[config.mk]
export PLATFORM = sky130hd
export DESIGN_NAME = patch_stream_command_parser
export DESIGN_NICKNAME = d
export VERILOG_FILES = /design/src/psc_pkg.sv /design/src/patch_stream_command_parser.sv /design/src/psc_front.sv /design/src/psc_queue.sv /design/src/psc_back.sv
export SDC_FILE = /design/constraint.sdc
export NUM_CORES = 1
export LEC_CHECK = 0
export BUFFER_PORTS_ARGS = -buffer_cell sky130_fd_sc_hd__buf_2
export CAP_MARGIN = 0
export CORE_UTILIZATION = 66
export CTS_CLUSTER_DIAMETER = 200
export CTS_CLUSTER_SIZE = 25
export DETAILED_ROUTE_END_ITERATION = 6
export PLACE_DENSITY = 0.81
export SLEW_MARGIN = 0
export SYNTH_ARGS = -nofsm -noshare
export SYNTH_HDL_FRONTEND = slang
export SYNTH_SLANG_ARGS = --single-unit
[constraint.sdc]
create_clock -name clk_i -period 15.35 [get_ports clk_i]
set_clock_uncertainty 0.05 [all_clocks]
set_input_delay 0.7675 -clock clk_i [delete_from_list [all_inputs] [get_ports clk_i]]
set_output_delay 0.7675 -clock clk_i [all_outputs]
set_load 0.1 [all_outputs]
[src/psc_pkg.sv]
`default_nettype none

package psc_pkg;

  typedef enum logic [2:0] {
    KIND_COPY  = 3'd0,
    KIND_SKIP  = 3'd1,
    KIND_DATA  = 3'd2,
    KIND_FLUSH = 3'd3,
    KIND_DONE  = 3'd4,
    KIND_ERROR = 3'd5
  } kind_e;

  typedef enum logic [3:0] {
    ERR_NONE     = 4'd0,
    ERR_BADCMD   = 4'd1,
    ERR_EMPTY    = 4'd2,
    ERR_LZERO    = 4'd3,
    ERR_CR       = 4'd4,
    ERR_NONDIGIT = 4'd5,
    ERR_BADFLUSH = 4'd6,
    ERR_EARLY    = 4'd7,
    ERR_OVERFLOW = 4'd8
  } err_e;

  localparam logic [7:0] ChCopy   = 8'h63;  // 'c'
  localparam logic [7:0] ChSkip   = 8'h73;  // 's'
  localparam logic [7:0] ChInject = 8'h69;  // 'i'
  localparam logic [7:0] ChFlush  = 8'h66;  // 'f'
  localparam logic [7:0] ChLf     = 8'h0a;
  localparam logic [7:0] ChCr     = 8'h0d;
  localparam logic [7:0] ChZero   = 8'h30;
  localparam logic [7:0] ChNine   = 8'h39;

  localparam int unsigned OutLenWidth = 32;

  // One queue entry: a result, optionally followed by a done result.
  typedef struct packed {
    kind_e                   kind;
    logic [OutLenWidth-1:0]  length;
    logic [7:0]              data_byte;
    err_e                    error_code;
    logic                    then_done;
  } res_t;

endpackage

`default_nettype wire

[src/patch_stream_command_parser.sv]
// Patch command stream parser.
// Input side is a queue write port: an item (cmd_i, patch_byte_i) is taken at a
// rising edge with push high and full low. cmd_i high marks end of patch.
// Result side is a queue read port: while empty is low the oldest result sits on
// kind_o, length_o, data_byte_o, error_code_o and last_o, and pop takes it.
// The parser front end handles one item per cycle while full is low and writes
// at most one entry per item into a four-entry queue; the back end expands an
// entry that carries a trailing done into two results. A result passes through
// the queue and then the output register before it shows on the output ports.
// Sustained rate is one item per cycle while full is low; only the final item
// of a patch may give two results. When the receiver stalls, the queue fills
// and full rises after four pending entries plus the one in the output register.
// Reset clears the parser to expect a command letter, empties the queue and the
// output register. After a done or an error result the block drops all further
// items until reset.

`default_nettype none

module patch_stream_command_parser
  import psc_pkg::*;
#(
  parameter int unsigned LENGTH_WIDTH = 32
) (
  input  wire logic        clk_i,
  input  wire logic        rst_ni,
  input  wire logic        push,
  output logic             full,
  input  wire logic        cmd_i,
  input  wire logic [7:0]  patch_byte_i,
  output logic             empty,
  input  wire logic        pop,
  output logic [2:0]       kind_o,
  output logic [31:0]      length_o,
  output logic [7:0]       data_byte_o,
  output logic [3:0]       error_code_o,
  output logic             last_o
);

  logic accept;
  logic res_valid;
  res_t res;
  res_t head;
  logic q_empty;
  logic q_pop;

  assign accept = push && !full;

  psc_front #(
    .LENGTH_WIDTH(LENGTH_WIDTH)
  ) u_front (
    .clk_i        (clk_i),
    .rst_ni       (rst_ni),
    .valid_i      (accept),
    .cmd_i        (cmd_i),
    .patch_byte_i (patch_byte_i),
    .res_valid_o  (res_valid),
    .res_o        (res)
  );

  psc_queue u_queue (
    .clk_i     (clk_i),
    .rst_ni    (rst_ni),
    .wr_i      (res_valid),
    .wr_data_i (res),
    .rd_i      (q_pop),
    .rd_data_o (head),
    .empty_o   (q_empty),
    .full_o    (full)
  );

  psc_back u_back (
    .clk_i        (clk_i),
    .rst_ni       (rst_ni),
    .head_i       (head),
    .q_empty_i    (q_empty),
    .q_pop_o      (q_pop),
    .empty        (empty),
    .pop          (pop),
    .kind_o       (kind_o),
    .length_o     (length_o),
    .data_byte_o  (data_byte_o),
    .error_code_o (error_code_o),
    .last_o       (last_o)
  );

endmodule

`default_nettype wire

[src/psc_front.sv]
`default_nettype none

module psc_front
  import psc_pkg::*;
#(
  parameter int unsigned LENGTH_WIDTH = 32
) (
  input  wire logic       clk_i,
  input  wire logic       rst_ni,
  input  wire logic       valid_i,
  input  wire logic       cmd_i,
  input  wire logic [7:0] patch_byte_i,
  output logic            res_valid_o,
  output res_t            res_o
);

  typedef enum logic [2:0] {
    PH_CMD   = 3'd0,
    PH_LEN   = 3'd1,
    PH_INJ   = 3'd2,
    PH_OPTNL = 3'd3,
    PH_FLUSH = 3'd4
  } phase_e;

  localparam logic [1:0] PendCopy   = 2'd0;
  localparam logic [1:0] PendSkip   = 2'd1;
  localparam logic [1:0] PendInject = 2'd2;

  phase_e                  phase_q, phase_d;
  logic [1:0]              pend_q, pend_d;
  logic [LENGTH_WIDTH-1:0] acc_q, acc_d;
  logic [LENGTH_WIDTH-1:0] rem_q, rem_d;
  logic                    halted_q, halted_d;

  logic                    is_digit;
  logic [3:0]              digit;
  logic [LENGTH_WIDTH+3:0] acc_ext;
  logic [LENGTH_WIDTH+3:0] acc_next;
  logic                    ovf;
  logic                    acc_zero;
  logic [LENGTH_WIDTH-1:0] rem_dec;
  kind_e                   cs_kind;

  // Decode of a byte taken as a command letter.
  logic                    let_ok;
  phase_e                  let_phase;
  logic [1:0]              let_pend;

  assign is_digit = patch_byte_i inside {[ChZero:ChNine]};
  assign digit    = 4'(patch_byte_i - ChZero);
  assign acc_ext  = {4'b0, acc_q};
  assign acc_next = (acc_ext << 3) + (acc_ext << 1) + (LENGTH_WIDTH+4)'(digit);
  assign ovf      = |acc_next[LENGTH_WIDTH+3:LENGTH_WIDTH];
  assign acc_zero = (acc_q == '0);
  assign rem_dec  = (rem_q != '0) ? rem_q - 1'b1 : rem_q;
  assign cs_kind  = (pend_q == PendSkip) ? KIND_SKIP : KIND_COPY;

  always_comb begin
    let_ok    = 1'b1;
    let_phase = PH_LEN;
    let_pend  = pend_q;
    case (patch_byte_i)
      ChCopy:   let_pend = PendCopy;
      ChSkip:   let_pend = PendSkip;
      ChInject: let_pend = PendInject;
      ChFlush:  let_phase = PH_FLUSH;
      default:  let_ok = 1'b0;
    endcase
  end

  always_comb begin
    phase_d     = phase_q;
    pend_d      = pend_q;
    acc_d       = acc_q;
    rem_d       = rem_q;
    halted_d    = halted_q;
    res_valid_o = 1'b0;
    res_o       = '{kind: KIND_DONE, length: '0, data_byte: '0,
                    error_code: ERR_NONE, then_done: 1'b0};

    if (valid_i && !halted_q) begin
      case (phase_q)
        PH_LEN: begin
          if (cmd_i) begin
            res_valid_o = 1'b1;
            halted_d    = 1'b1;
            if (acc_zero || pend_q >= PendInject) begin
              res_o.kind       = KIND_ERROR;
              res_o.error_code = ERR_EARLY;
            end else begin
              res_o.kind      = cs_kind;
              res_o.length    = OutLenWidth'(acc_q);
              res_o.then_done = 1'b1;
            end
          end else if (patch_byte_i == ChLf) begin
            if (acc_zero) begin
              res_valid_o      = 1'b1;
              halted_d         = 1'b1;
              res_o.kind       = KIND_ERROR;
              res_o.error_code = ERR_EMPTY;
            end else if (pend_q >= PendInject) begin
              rem_d   = acc_q;
              phase_d = PH_INJ;
            end else begin
              res_valid_o  = 1'b1;
              res_o.kind   = cs_kind;
              res_o.length = OutLenWidth'(acc_q);
              phase_d      = PH_CMD;
            end
          end else if (patch_byte_i == ChCr) begin
            res_valid_o      = 1'b1;
            halted_d         = 1'b1;
            res_o.kind       = KIND_ERROR;
            res_o.error_code = ERR_CR;
          end else if (is_digit) begin
            if (acc_zero && digit == 4'd0) begin
              res_valid_o      = 1'b1;
              halted_d         = 1'b1;
              res_o.kind       = KIND_ERROR;
              res_o.error_code = ERR_LZERO;
            end else if (ovf) begin
              res_valid_o      = 1'b1;
              halted_d         = 1'b1;
              res_o.kind       = KIND_ERROR;
              res_o.error_code = ERR_OVERFLOW;
            end else begin
              acc_d = acc_next[LENGTH_WIDTH-1:0];
            end
          end else begin
            res_valid_o      = 1'b1;
            halted_d         = 1'b1;
            res_o.kind       = KIND_ERROR;
            res_o.error_code = ERR_NONDIGIT;
          end
        end
        PH_INJ: begin
          res_valid_o = 1'b1;
          if (cmd_i) begin
            halted_d         = 1'b1;
            res_o.kind       = KIND_ERROR;
            res_o.error_code = ERR_EARLY;
          end else begin
            res_o.kind      = KIND_DATA;
            res_o.data_byte = patch_byte_i;
            rem_d           = rem_dec;
            if (rem_dec == '0) begin
              phase_d = PH_OPTNL;
            end
          end
        end
        PH_FLUSH: begin
          res_valid_o = 1'b1;
          if (cmd_i) begin
            res_o.kind      = KIND_FLUSH;
            res_o.then_done = 1'b1;
            halted_d        = 1'b1;
          end else if (patch_byte_i == ChLf) begin
            res_o.kind = KIND_FLUSH;
            phase_d    = PH_CMD;
          end else begin
            halted_d         = 1'b1;
            res_o.kind       = KIND_ERROR;
            res_o.error_code = ERR_BADFLUSH;
          end
        end
        default: begin
          // Command boundary; after inject data a single newline is dropped.
          if (cmd_i) begin
            res_valid_o = 1'b1;
            halted_d    = 1'b1;
            res_o.kind  = KIND_DONE;
          end else if (phase_q == PH_OPTNL && patch_byte_i == ChLf) begin
            phase_d = PH_CMD;
          end else begin
            acc_d = '0;
            if (let_ok) begin
              phase_d = let_phase;
              pend_d  = let_pend;
            end else begin
              res_valid_o      = 1'b1;
              halted_d         = 1'b1;
              res_o.kind       = KIND_ERROR;
              res_o.error_code = ERR_BADCMD;
            end
          end
        end
      endcase
    end
  end

  always_ff @(posedge clk_i or negedge rst_ni) begin
    if (!rst_ni) begin
      phase_q  <= PH_CMD;
      pend_q   <= PendCopy;
      acc_q    <= '0;
      rem_q    <= '0;
      halted_q <= 1'b0;
    end else begin
      phase_q  <= phase_d;
      pend_q   <= pend_d;
      acc_q    <= acc_d;
      rem_q    <= rem_d;
      halted_q <= halted_d;
    end
  end

endmodule

`default_nettype wire

[src/psc_queue.sv]
`default_nettype none

module psc_queue
  import psc_pkg::*;
(
  input  wire logic clk_i,
  input  wire logic rst_ni,
  input  wire logic wr_i,
  input  wire res_t wr_data_i,
  input  wire logic rd_i,
  output res_t      rd_data_o,
  output logic      empty_o,
  output logic      full_o
);

  localparam int unsigned Depth  = 4;
  localparam int unsigned PtrW   = $clog2(Depth);

  res_t            mem_q [Depth];
  logic [PtrW-1:0] wr_ptr_q, rd_ptr_q;
  logic [PtrW:0]   cnt_q;
  logic            do_wr, do_rd;

  assign empty_o   = (cnt_q == '0);
  assign full_o    = (cnt_q == (PtrW+1)'(Depth));
  assign do_wr     = wr_i && !full_o;
  assign do_rd     = rd_i && !empty_o;
  assign rd_data_o = mem_q[rd_ptr_q];

  always_ff @(posedge clk_i or negedge rst_ni) begin
    if (!rst_ni) begin
      wr_ptr_q <= '0;
      rd_ptr_q <= '0;
      cnt_q    <= '0;
    end else begin
      if (do_wr) begin
        wr_ptr_q <= wr_ptr_q + 1'b1;
      end
      if (do_rd) begin
        rd_ptr_q <= rd_ptr_q + 1'b1;
      end
      if (do_wr && !do_rd) begin
        cnt_q <= cnt_q + 1'b1;
      end else if (do_rd && !do_wr) begin
        cnt_q <= cnt_q - 1'b1;
      end
    end
  end

  always_ff @(posedge clk_i) begin
    if (do_wr) begin
      mem_q[wr_ptr_q] <= wr_data_i;
    end
  end

endmodule

`default_nettype wire

[src/psc_back.sv]
`default_nettype none

module psc_back
  import psc_pkg::*;
(
  input  wire logic        clk_i,
  input  wire logic        rst_ni,
  input  wire res_t        head_i,
  input  wire logic        q_empty_i,
  output logic             q_pop_o,
  output logic             empty,
  input  wire logic        pop,
  output logic [2:0]       kind_o,
  output logic [31:0]      length_o,
  output logic [7:0]       data_byte_o,
  output logic [3:0]       error_code_o,
  output logic             last_o
);

  logic        out_valid_q;
  logic        done_pend_q;
  logic        load;
  kind_e       kind_q;
  logic [31:0] length_q;
  logic [7:0]  data_q;
  err_e        err_q;
  logic        last_q;

  assign load    = !out_valid_q || pop;
  assign q_pop_o = load && !done_pend_q && !q_empty_i;

  always_ff @(posedge clk_i or negedge rst_ni) begin
    if (!rst_ni) begin
      out_valid_q <= 1'b0;
      done_pend_q <= 1'b0;
    end else if (load) begin
      if (done_pend_q) begin
        out_valid_q <= 1'b1;
        done_pend_q <= 1'b0;
      end else if (!q_empty_i) begin
        out_valid_q <= 1'b1;
        done_pend_q <= head_i.then_done;
      end else begin
        out_valid_q <= 1'b0;
      end
    end
  end

  // A result carrying a trailing done is shown first, then the done itself.
  always_ff @(posedge clk_i) begin
    if (load) begin
      if (done_pend_q) begin
        kind_q   <= KIND_DONE;
        length_q <= '0;
        data_q   <= '0;
        err_q    <= ERR_NONE;
        last_q   <= 1'b1;
      end else if (!q_empty_i) begin
        kind_q   <= head_i.kind;
        length_q <= head_i.length;
        data_q   <= head_i.data_byte;
        err_q    <= head_i.error_code;
        last_q   <= !head_i.then_done;
      end
    end
  end

  assign empty        = !out_valid_q;
  assign kind_o       = kind_q;
  assign length_o     = length_q;
  assign data_byte_o  = data_q;
  assign error_code_o = err_q;
  assign last_o       = last_q;

endmodule

`default_nettype wire
# After elaboration in Yosys (flattened, before gate mapping)
# Memory sizes are Yosys's and may differ from the RTL's.
# Index checks and enable logic that the tools add are counted.
[totals]
inputBits = 13
n_memories = 1
latch_bits = 0
rom_bits = 0
mem_bits_rw = 192
reg_bits = 127
[classes]
div = 0
n_eq_ne = 32
reduce_logical = 40
addsub = 8
n_shift = 0
n_mux = 114
n_lt_le_gt_ge = 3
mul = 0
bitwise_logic = 4
[mem_list]
columns = ["memory", "words", "word_bits", "read_ports", "rd_ports_with_merged_regs", "wr", "line_no", "text"]
rows = [
  ["u_queue.mem_q", 4, 48, 1, 0, 1, "psc_queue.sv:19", "res_t mem_q [Depth];"],
]
[ops]
columns = ["operator", "count"]
rows = [
  ["2-to-1 mux 32 bit", 19],
  ["case mux 32 bit (2 select lines)", 2],
  ["2-to-1 mux 3 bit", 28],
  ["2-to-1 mux 35 bit", 2],
  ["zero test 32 bit", 2],
  ["2-to-1 mux 48 bit", 1],
  ["2-to-1 mux 1 bit", 40],
  ["2-to-1 mux 4 bit", 10],
  ["adder 35 x 33 -> 36 bit", 1],
  ["adder 36 x 4 -> 36 bit", 1],
  ["equality test 8 x 7 -> 1 bit, second input constant", 4],
  ["nonzero test 32 bit", 1],
  ["subtractor 32 x 1 -> 32 bit, second input constant", 1],
  ["2-to-1 mux 8 bit", 3],
  ["AND reduction 7 bit", 3],
  ["inequality test 2 bit, second input constant", 10],
  ["case mux 3 bit (3 select lines)", 2],
  ["equality test 8 x 4 -> 1 bit, second input constant", 2],
  ["case mux 4 bit (3 select lines)", 1],
  ["logical AND 1 bit", 11],
  ["inequality test 2 x 1 -> 1 bit, second input constant", 5],
  ["AND reduction 9 bit", 1],
  [">= comparator 8 x 6 -> 1 bit, second input constant", 1],
  ["<= comparator 8 x 6 -> 1 bit, second input constant", 1],
  ["other kinds (30)", 49],
]

# Depth between registers and ports, before layout
[depth]
word_depth = 16
mapped_depth = 19
depth_no_buf = 19

# Hierarchy
# Synthesis repeated with hierarchy kept, for this count alone.
[hier_totals]
hier_cells = 1408
hier_area_um2 = 16907.5
[by_module_without_submodules]
columns = ["mod", "area_each_um2", "instances", "cells_each", "seq_area_each_um2"]
rows = [
  ["psc_front", 7604.8, 1, 1009, 1751.7],
  ["psc_queue", 7410.9, 1, 287, 5940.7],
  ["psc_back", 1878.1, 1, 111, 1491.4],
  ["patch_stream_command_parser", 13.8, 1, 1, 0.0],
]

# Worst setup path after synthesis
# OpenSTA, ideal clock, no wires.
[synth_path]
path_kind = "input to register"
from = "input patch_byte_i[3]"
to = "memory u_queue.mem_q[0][0] (netlist name) (enable)"
stages = 12
setup_time_ns = 0.411
required_time_ns = 14.889
n_path_buf = 0
slack_ns = 10.098
arrival_ns = 4.791
cell_sequence = "inv_1 > fa_1 > inv_1 > fa_1 > a21o_1 > a311oi_1 > or4_1 > a31o_1 > and4_1 > or4_1 > o2111ai_1 > and3_1"
[synth_between]
elab_chain_len = 14
[synth_lines]
columns = ["element", "line_no", "text"]
rows = [
  ["start: declaration", "patch_stream_command_parser.sv:29", "input wire logic [7:0] patch_byte_i,"],
  ["subtractor 4 x 1 -> 4 bit", "psc_front.sv:50", "assign digit = 4'(patch_byte_i - ChZero);"],
  ["adder 36 x 4 -> 36 bit", "psc_front.sv:52", "assign acc_next = (acc_ext << 3) + (acc_ext << 1) + (LENGTH_WIDTH+4)'(digit);"],
  ["OR reduction 4 bit", "psc_front.sv:53", "assign ovf = |acc_next[LENGTH_WIDTH+3:LENGTH_WIDTH];"],
  ["2-to-1 mux 1 bit", "psc_front.sv:121", "end else if (ovf) begin"],
  ["2-to-1 mux 1 bit", "psc_front.sv:116", "if (acc_zero && digit == 4'd0) begin"],
  ["2-to-1 mux 1 bit", "psc_front.sv:115", "end else if (is_digit) begin"],
  ["2-to-1 mux 1 bit", "psc_front.sv:110", "end else if (patch_byte_i == ChCr) begin"],
  ["2-to-1 mux 1 bit", "psc_front.sv:95", "end else if (patch_byte_i == ChLf) begin"],
  ["2-to-1 mux 1 bit", "psc_front.sv:84", "if (cmd_i) begin"],
  ["case mux 1 bit (2 select lines) (*)", "psc_front.sv:82", "case (phase_q)"],
  ["2-to-1 mux 1 bit (*)", "psc_front.sv:81", "if (valid_i && !halted_q) begin"],
  ["logical AND 1 bit (*)", "psc_queue.sv:26", "assign do_wr = wr_i && !full_o;"],
  ["2-to-1 mux 1 bit (*)", "psc_queue.sv:51", "if (do_wr) begin"],
  ["2-to-1 mux 1 bit (not written as such) (*)", "psc_queue.sv:52", "mem_q[wr_ptr_q] <= wr_data_i;"],
  ["end: declaration", "psc_queue.sv:19", ""],
]
# Mark *: on every way between the ends. The rest lies on a longest branch, timed or not.

# Worst setup path in the final report
[layout_path]
from = "register u_front.acc_q[0]"
to = "register u_queue.cnt_q[2]"
[layout_between]
elab_chain_len = 15
[layout_lines]
columns = ["element", "line_no", "text"]
rows = [
  ["start: declaration", "psc_front.sv:31", "logic [LENGTH_WIDTH-1:0] acc_q, acc_d;"],
  ["start signal: assignment", "psc_front.sv:195", "acc_q <= '0;"],
  ["start signal: assignment", "psc_front.sv:201", "acc_q <= acc_d;"],
  ["adder 35 x 33 -> 36 bit", "psc_front.sv:52", ""],
  ["adder 36 x 4 -> 36 bit", "psc_front.sv:52", ""],
  ["OR reduction 4 bit", "psc_front.sv:53", ""],
  ["2-to-1 mux 1 bit", "psc_front.sv:121", ""],
  ["2-to-1 mux 1 bit", "psc_front.sv:116", ""],
  ["2-to-1 mux 1 bit", "psc_front.sv:115", ""],
  ["2-to-1 mux 1 bit", "psc_front.sv:110", ""],
  ["2-to-1 mux 1 bit (*)", "psc_front.sv:95", ""],
  ["2-to-1 mux 1 bit (*)", "psc_front.sv:84", ""],
  ["case mux 1 bit (2 select lines) (*)", "psc_front.sv:82", ""],
  ["2-to-1 mux 1 bit (*)", "psc_front.sv:81", ""],
  ["logical AND 1 bit (*)", "psc_queue.sv:26", ""],
  ["named net u_queue.do_wr", "psc_queue.sv:22", "logic do_wr, do_rd;"],
  ["zero test 1 bit", "psc_queue.sv:44", "end else if (do_rd && !do_wr) begin"],
  ["logical AND 1 bit", "psc_queue.sv:44", ""],
  ["nonzero test 2 bit (no line)", "-", ""],
  ["end signal: assignment", "psc_queue.sv:43", "cnt_q <= cnt_q + 1'b1;"],
  ["end signal: assignment", "psc_queue.sv:45", "cnt_q <= cnt_q - 1'b1;"],
  ["end: declaration", "psc_queue.sv:21", "logic [PtrW:0] cnt_q;"],
]
# Mark *: on every way through the listed nets, which the timed path passes. The rest lies on a longest branch.
# A chain may end at the register's enable or synchronous reset.

==> impl_summary.log <==
[metrics] destination of the worst register-to-register timing path: u_queue.cnt_q[2]$_DFFE_PN0P_
[metrics] remaining antenna violation count after routing: 0
[metrics] peak ir drop on the vdd network: 0.000202 V
[metrics] sequential element share of the synthesized area: 0.571
[metrics] Final Slew Violations: 0
[metrics] Synth cell types: 76
[metrics] Tightest Pin Transition: 1200 ps
[metrics] cell with the most instances after synthesis: sky130_fd_sc_hd__edfxtp_1
[metrics] total DRC errors in the routed layout: 0
[metrics] WP data arrival: 5780 ps
[metrics] post_cts resized: 0
[metrics] detailed router's first-iteration violation count: 1,281
[metrics] setup-violating endpoint count in the final report: 0
[metrics] endpoint with the worst hold slack: u_front.halted_q$_DFFE_PN0P_
[metrics] num rows: 56
[metrics] via count of the first global-routing pass: 11,000
[metrics] biggest area contributors in the synthesized netlist: sky130_fd_sc_hd__edfxtp_1 (45%), sky130_fd_sc_hd__dfrtp_1 (12%), sky130_fd_sc_hd__mux4_2 (6.7%)
[metrics] Hold-fix buffers, CTS: 1
[metrics] cell taking the most area after synthesis: sky130_fd_sc_hd__edfxtp_1
[metrics] first-pass iteration count of the detailed router: 6
[metrics] largest net degree at the start of global routing: 77
[metrics] clock sink count: 319
[metrics] maximum buffer depth of the clock tree: 3
[metrics] net count after synthesis: 1,407
[metrics] maximum achievable frequency: 0.185 GHz
[metrics] worst hold path cell count: 2
[metrics] Final Non-Filler Cells: 1,679
[metrics] io pins: 63
[metrics] latest clock arrival within the worst-skew pair: 510 ps
[metrics] area of the die: 25,000 um2
[metrics] synthesis-stage register bit count: 319
[metrics] Detailed Place HPWL: 26.1 mm
[metrics] ranking of synthesized cells by instance count: sky130_fd_sc_hd__edfxtp_1 (240), sky130_fd_sc_hd__nand2_1 (107), sky130_fd_sc_hd__a21oi_1 (85), sky130_fd_sc_hd__nor2_1 (85), sky130_fd_sc_hd__dfrtp_1 (79)
[metrics] final cycle utilization of the critical path: 0.352
[metrics] fin util: 0.724
[metrics] count of vias placed by the detailed router: 11,500
[metrics] number of synthesis warnings: 0
[metrics] number of standard cells after synthesis: 1,321
[metrics] top cell type's share of synthesized area: 0.448
[metrics] number of antenna violations at the first check in global routing: 2
[metrics] Via density: 6.85
[metrics] clock tree from TritonCTS: done
[metrics] CTS Root Cell: sky130_fd_sc_hd__clkbuf_16
[metrics] Mapped Avg Cell Area: 12.2 um2
[metrics] post-synthesis cell area: 16,100 um2
[metrics] Critical Setup Path Class: flop to flop
[metrics] startpoint of the lowest-slack register-to-register path: u_front.acc_q[0]$_DFFE_PN0P_
[metrics] Area growth syn-to-layout: 6.58%
[metrics] number of placed cells counting well taps: 1,649
[metrics] fraction of synthesis flops using an asynchronous set or reset pin: 0.248
[metrics] count of cells along the worst register-to-register path: 19
[metrics] routability cong.: 0.949
[metrics] status: finished, final reports clean
[metrics] number of levels the H-tree was split into: 1
[metrics] worst reg2reg setup slack: 9950 ps
[metrics] nets@finish: 1,435
[metrics] Rel. slew slack: 0.192
[metrics] max_cap viols: 0
[metrics] Worst-path clk slew: 100 ps
[metrics] DIE WIDTH: 158 um
[metrics] crit path time final: 5400 ps
[metrics] final hold violation count: 0
[metrics] area of the placeable core: 23,700 um2
[metrics] highest fanout seen on the critical path: 5
[metrics] global-route total usage across every layer: 0.335
[metrics] final setup slack of the worst path: 9950 ps
[metrics] Fin Hold WS: 460 ps
[metrics] total CTS buffers: 16
[metrics] total global routing overflow: 0
[metrics] fraction of layout cells with a size suffix above 1: 0.124
[metrics] postcts setup bufs: 0
[metrics] initial core utilization: 0.679
[metrics] endpoint type of the worst setup path: flop
[metrics] worst min-delay path startpoint: u_front.halted_q$_DFFE_PN0P_
[metrics] required time of the critical path: 15,730 ps
[metrics] Worst Hold Class: flop to flop
[metrics] routed wire length: 40.5 mm
[metrics] average detailed-routed wire length per instance: 24.1 um
[metrics] cell leakage power: 0.00644 uW
[metrics] number of enable flip-flop cells after synthesis: 240
[metrics] total negative slack: 0 ps
[metrics] wire length of the first global-routing pass: 62.4 mm
[metrics] y dimension of the die: 158 um
[metrics] placement-stage worst setup slack: 9560 ps
[metrics] I/O Buffers: 62
[metrics] power density of the placed cells: 146 nW/um2
[metrics] Setup crit start kind: flop
[metrics] setup repair after global routing missed its margin: false
[metrics] top_reg_cell synth: sky130_fd_sc_hd__edfxtp_1
cell families (layout without fill, tap and decap cells):
logic type | after synthesis | after routing | synth area share
AND/OR/NAND/NOR | 436 | 436 | 0.139
multiplexers | 51 | 51 | 0.0692
buffers and inverters | 103 | 141 | 0.0260
XOR/XNOR | 39 | 39 | 0.0212
adder cells (fa/ha/maj) | 73 | 73 | 0.0582
AO/OA/AOI/OAI | 300 | 300 | 0.116
other | 0 | 1 | 0
flip-flops | 319 | 319 | 0.571
final cells by class:
type                            instances  area, um2
Sequential cell                       319       9190
Antenna cell                            1       2.50
Clock buffer                           27        463
Inverter                               35        131
Tap cell                              319        399
Fill cell                            1582       6540
Multi-Input combinational cell        899       6520
Clock inverter                          1       8.76
Timing Repair Buffer                   78        435
metrics by stage:
stage	cell area, um2	total power, uW
6_report	17100	2500
5_1_grt	17100	2590
3_5_place_dp	16700	2040
2_1_floorplan	16100	1880
4_1_cts	17100	2510
3_3_place_gp	16700	2010
how the worst max path moves through the flow:
| stage | from | end | slack, ps | cells after the start |
|---|---|---|---|---|
| 2_1_floorplan | patch_byte_i[3] | u_queue.mem_q[0][0]$_DFFE_PP_ | 10100 | 12 |
| 3_3_place_gp | patch_byte_i[3] | u_queue.cnt_q[2]$_DFFE_PN0P_ | 9820 | 20 |
| 3_5_place_dp | patch_byte_i[3] | u_queue.cnt_q[2]$_DFFE_PN0P_ | 9560 | 20 |
| 4_1_cts | u_front.acc_q[0]$_DFFE_PN0P_ | u_queue.cnt_q[2]$_DFFE_PN0P_ | 10000 | 19 |
| 5_1_grt | u_front.acc_q[0]$_DFFE_PN0P_ | u_queue.cnt_q[2]$_DFFE_PN0P_ | 9660 | 19 |
| 6_report | u_front.acc_q[0]$_DFFE_PN0P_ | u_queue.cnt_q[2]$_DFFE_PN0P_ | 9950 | 19 |
flip-flops by register name, indices dropped and copies added, names as in the netlist, 2 cells and up:
signal               count
u_back.data_byte_o       8
u_back.error_code_o      4
u_back.kind_o            3
u_back.length_o         32
u_front.acc_q           32
u_front.pend_q           2
u_front.phase_q          3
u_front.rem_q           32
u_queue.cnt_q            3
u_queue.mem_q          192
u_queue.rd_ptr_q         2
u_queue.wr_ptr_q         2
where the power goes:
| group | total [uW] | switching, uW | internal [uW] |
|---|---|---|---|
| logic | 898 | 682 | 216 |
| clock network | 470 | 260 | 210 |
| registers | 1130 | 82.9 | 1050 |
worst max-delay path, stage by stage, from the launching register on:
cell and delay (ps):
sky130_fd_sc_hd__dfrtp_1 460, sky130_fd_sc_hd__inv_1 110, sky130_fd_sc_hd__fa_1 510, sky130_fd_sc_hd__inv_1 80, sky130_fd_sc_hd__fa_1 470, sky130_fd_sc_hd__a21o_1 210, sky130_fd_sc_hd__a311oi_1 380, sky130_fd_sc_hd__or4_1 230
sky130_fd_sc_hd__a31oi_1 200, sky130_fd_sc_hd__and4_1 300, sky130_fd_sc_hd__o31a_1 270, sky130_fd_sc_hd__o2111ai_1 560, sky130_fd_sc_hd__nand2_2 180, sky130_fd_sc_hd__inv_1 100, sky130_fd_sc_hd__ha_1 180, sky130_fd_sc_hd__inv_1 80
sky130_fd_sc_hd__fa_1 450, sky130_fd_sc_hd__xor2_1 190, sky130_fd_sc_hd__nor2_1 130, sky130_fd_sc_hd__xor2_1 180
placed cells by master, fill, tap and decap left out, types with 48 or more instances in the layout:
cell type                    n
sky130_fd_sc_hd__edfxtp_1  240
sky130_fd_sc_hd__nand2_1   107
sky130_fd_sc_hd__a21oi_1    85
sky130_fd_sc_hd__nor2_1     83
sky130_fd_sc_hd__dfrtp_1    77
sky130_fd_sc_hd__ha_1       70
sky130_fd_sc_hd__o21ai_0    69
sky130_fd_sc_hd__buf_2      61
sky130_fd_sc_hd__nor2b_1    50
sky130_fd_sc_hd__mux4_2     48
per-layer routing:
layer	up-vias	routed length, um	track usage
met2	650	19600	0.552
li1	5081	-	-
met3	109	3360	0.0416
met1	5665	16000	0.455
met4	2	1520	0.129
met5	-	12	0
Note: power is estimated with default switching activity, not from simulation.
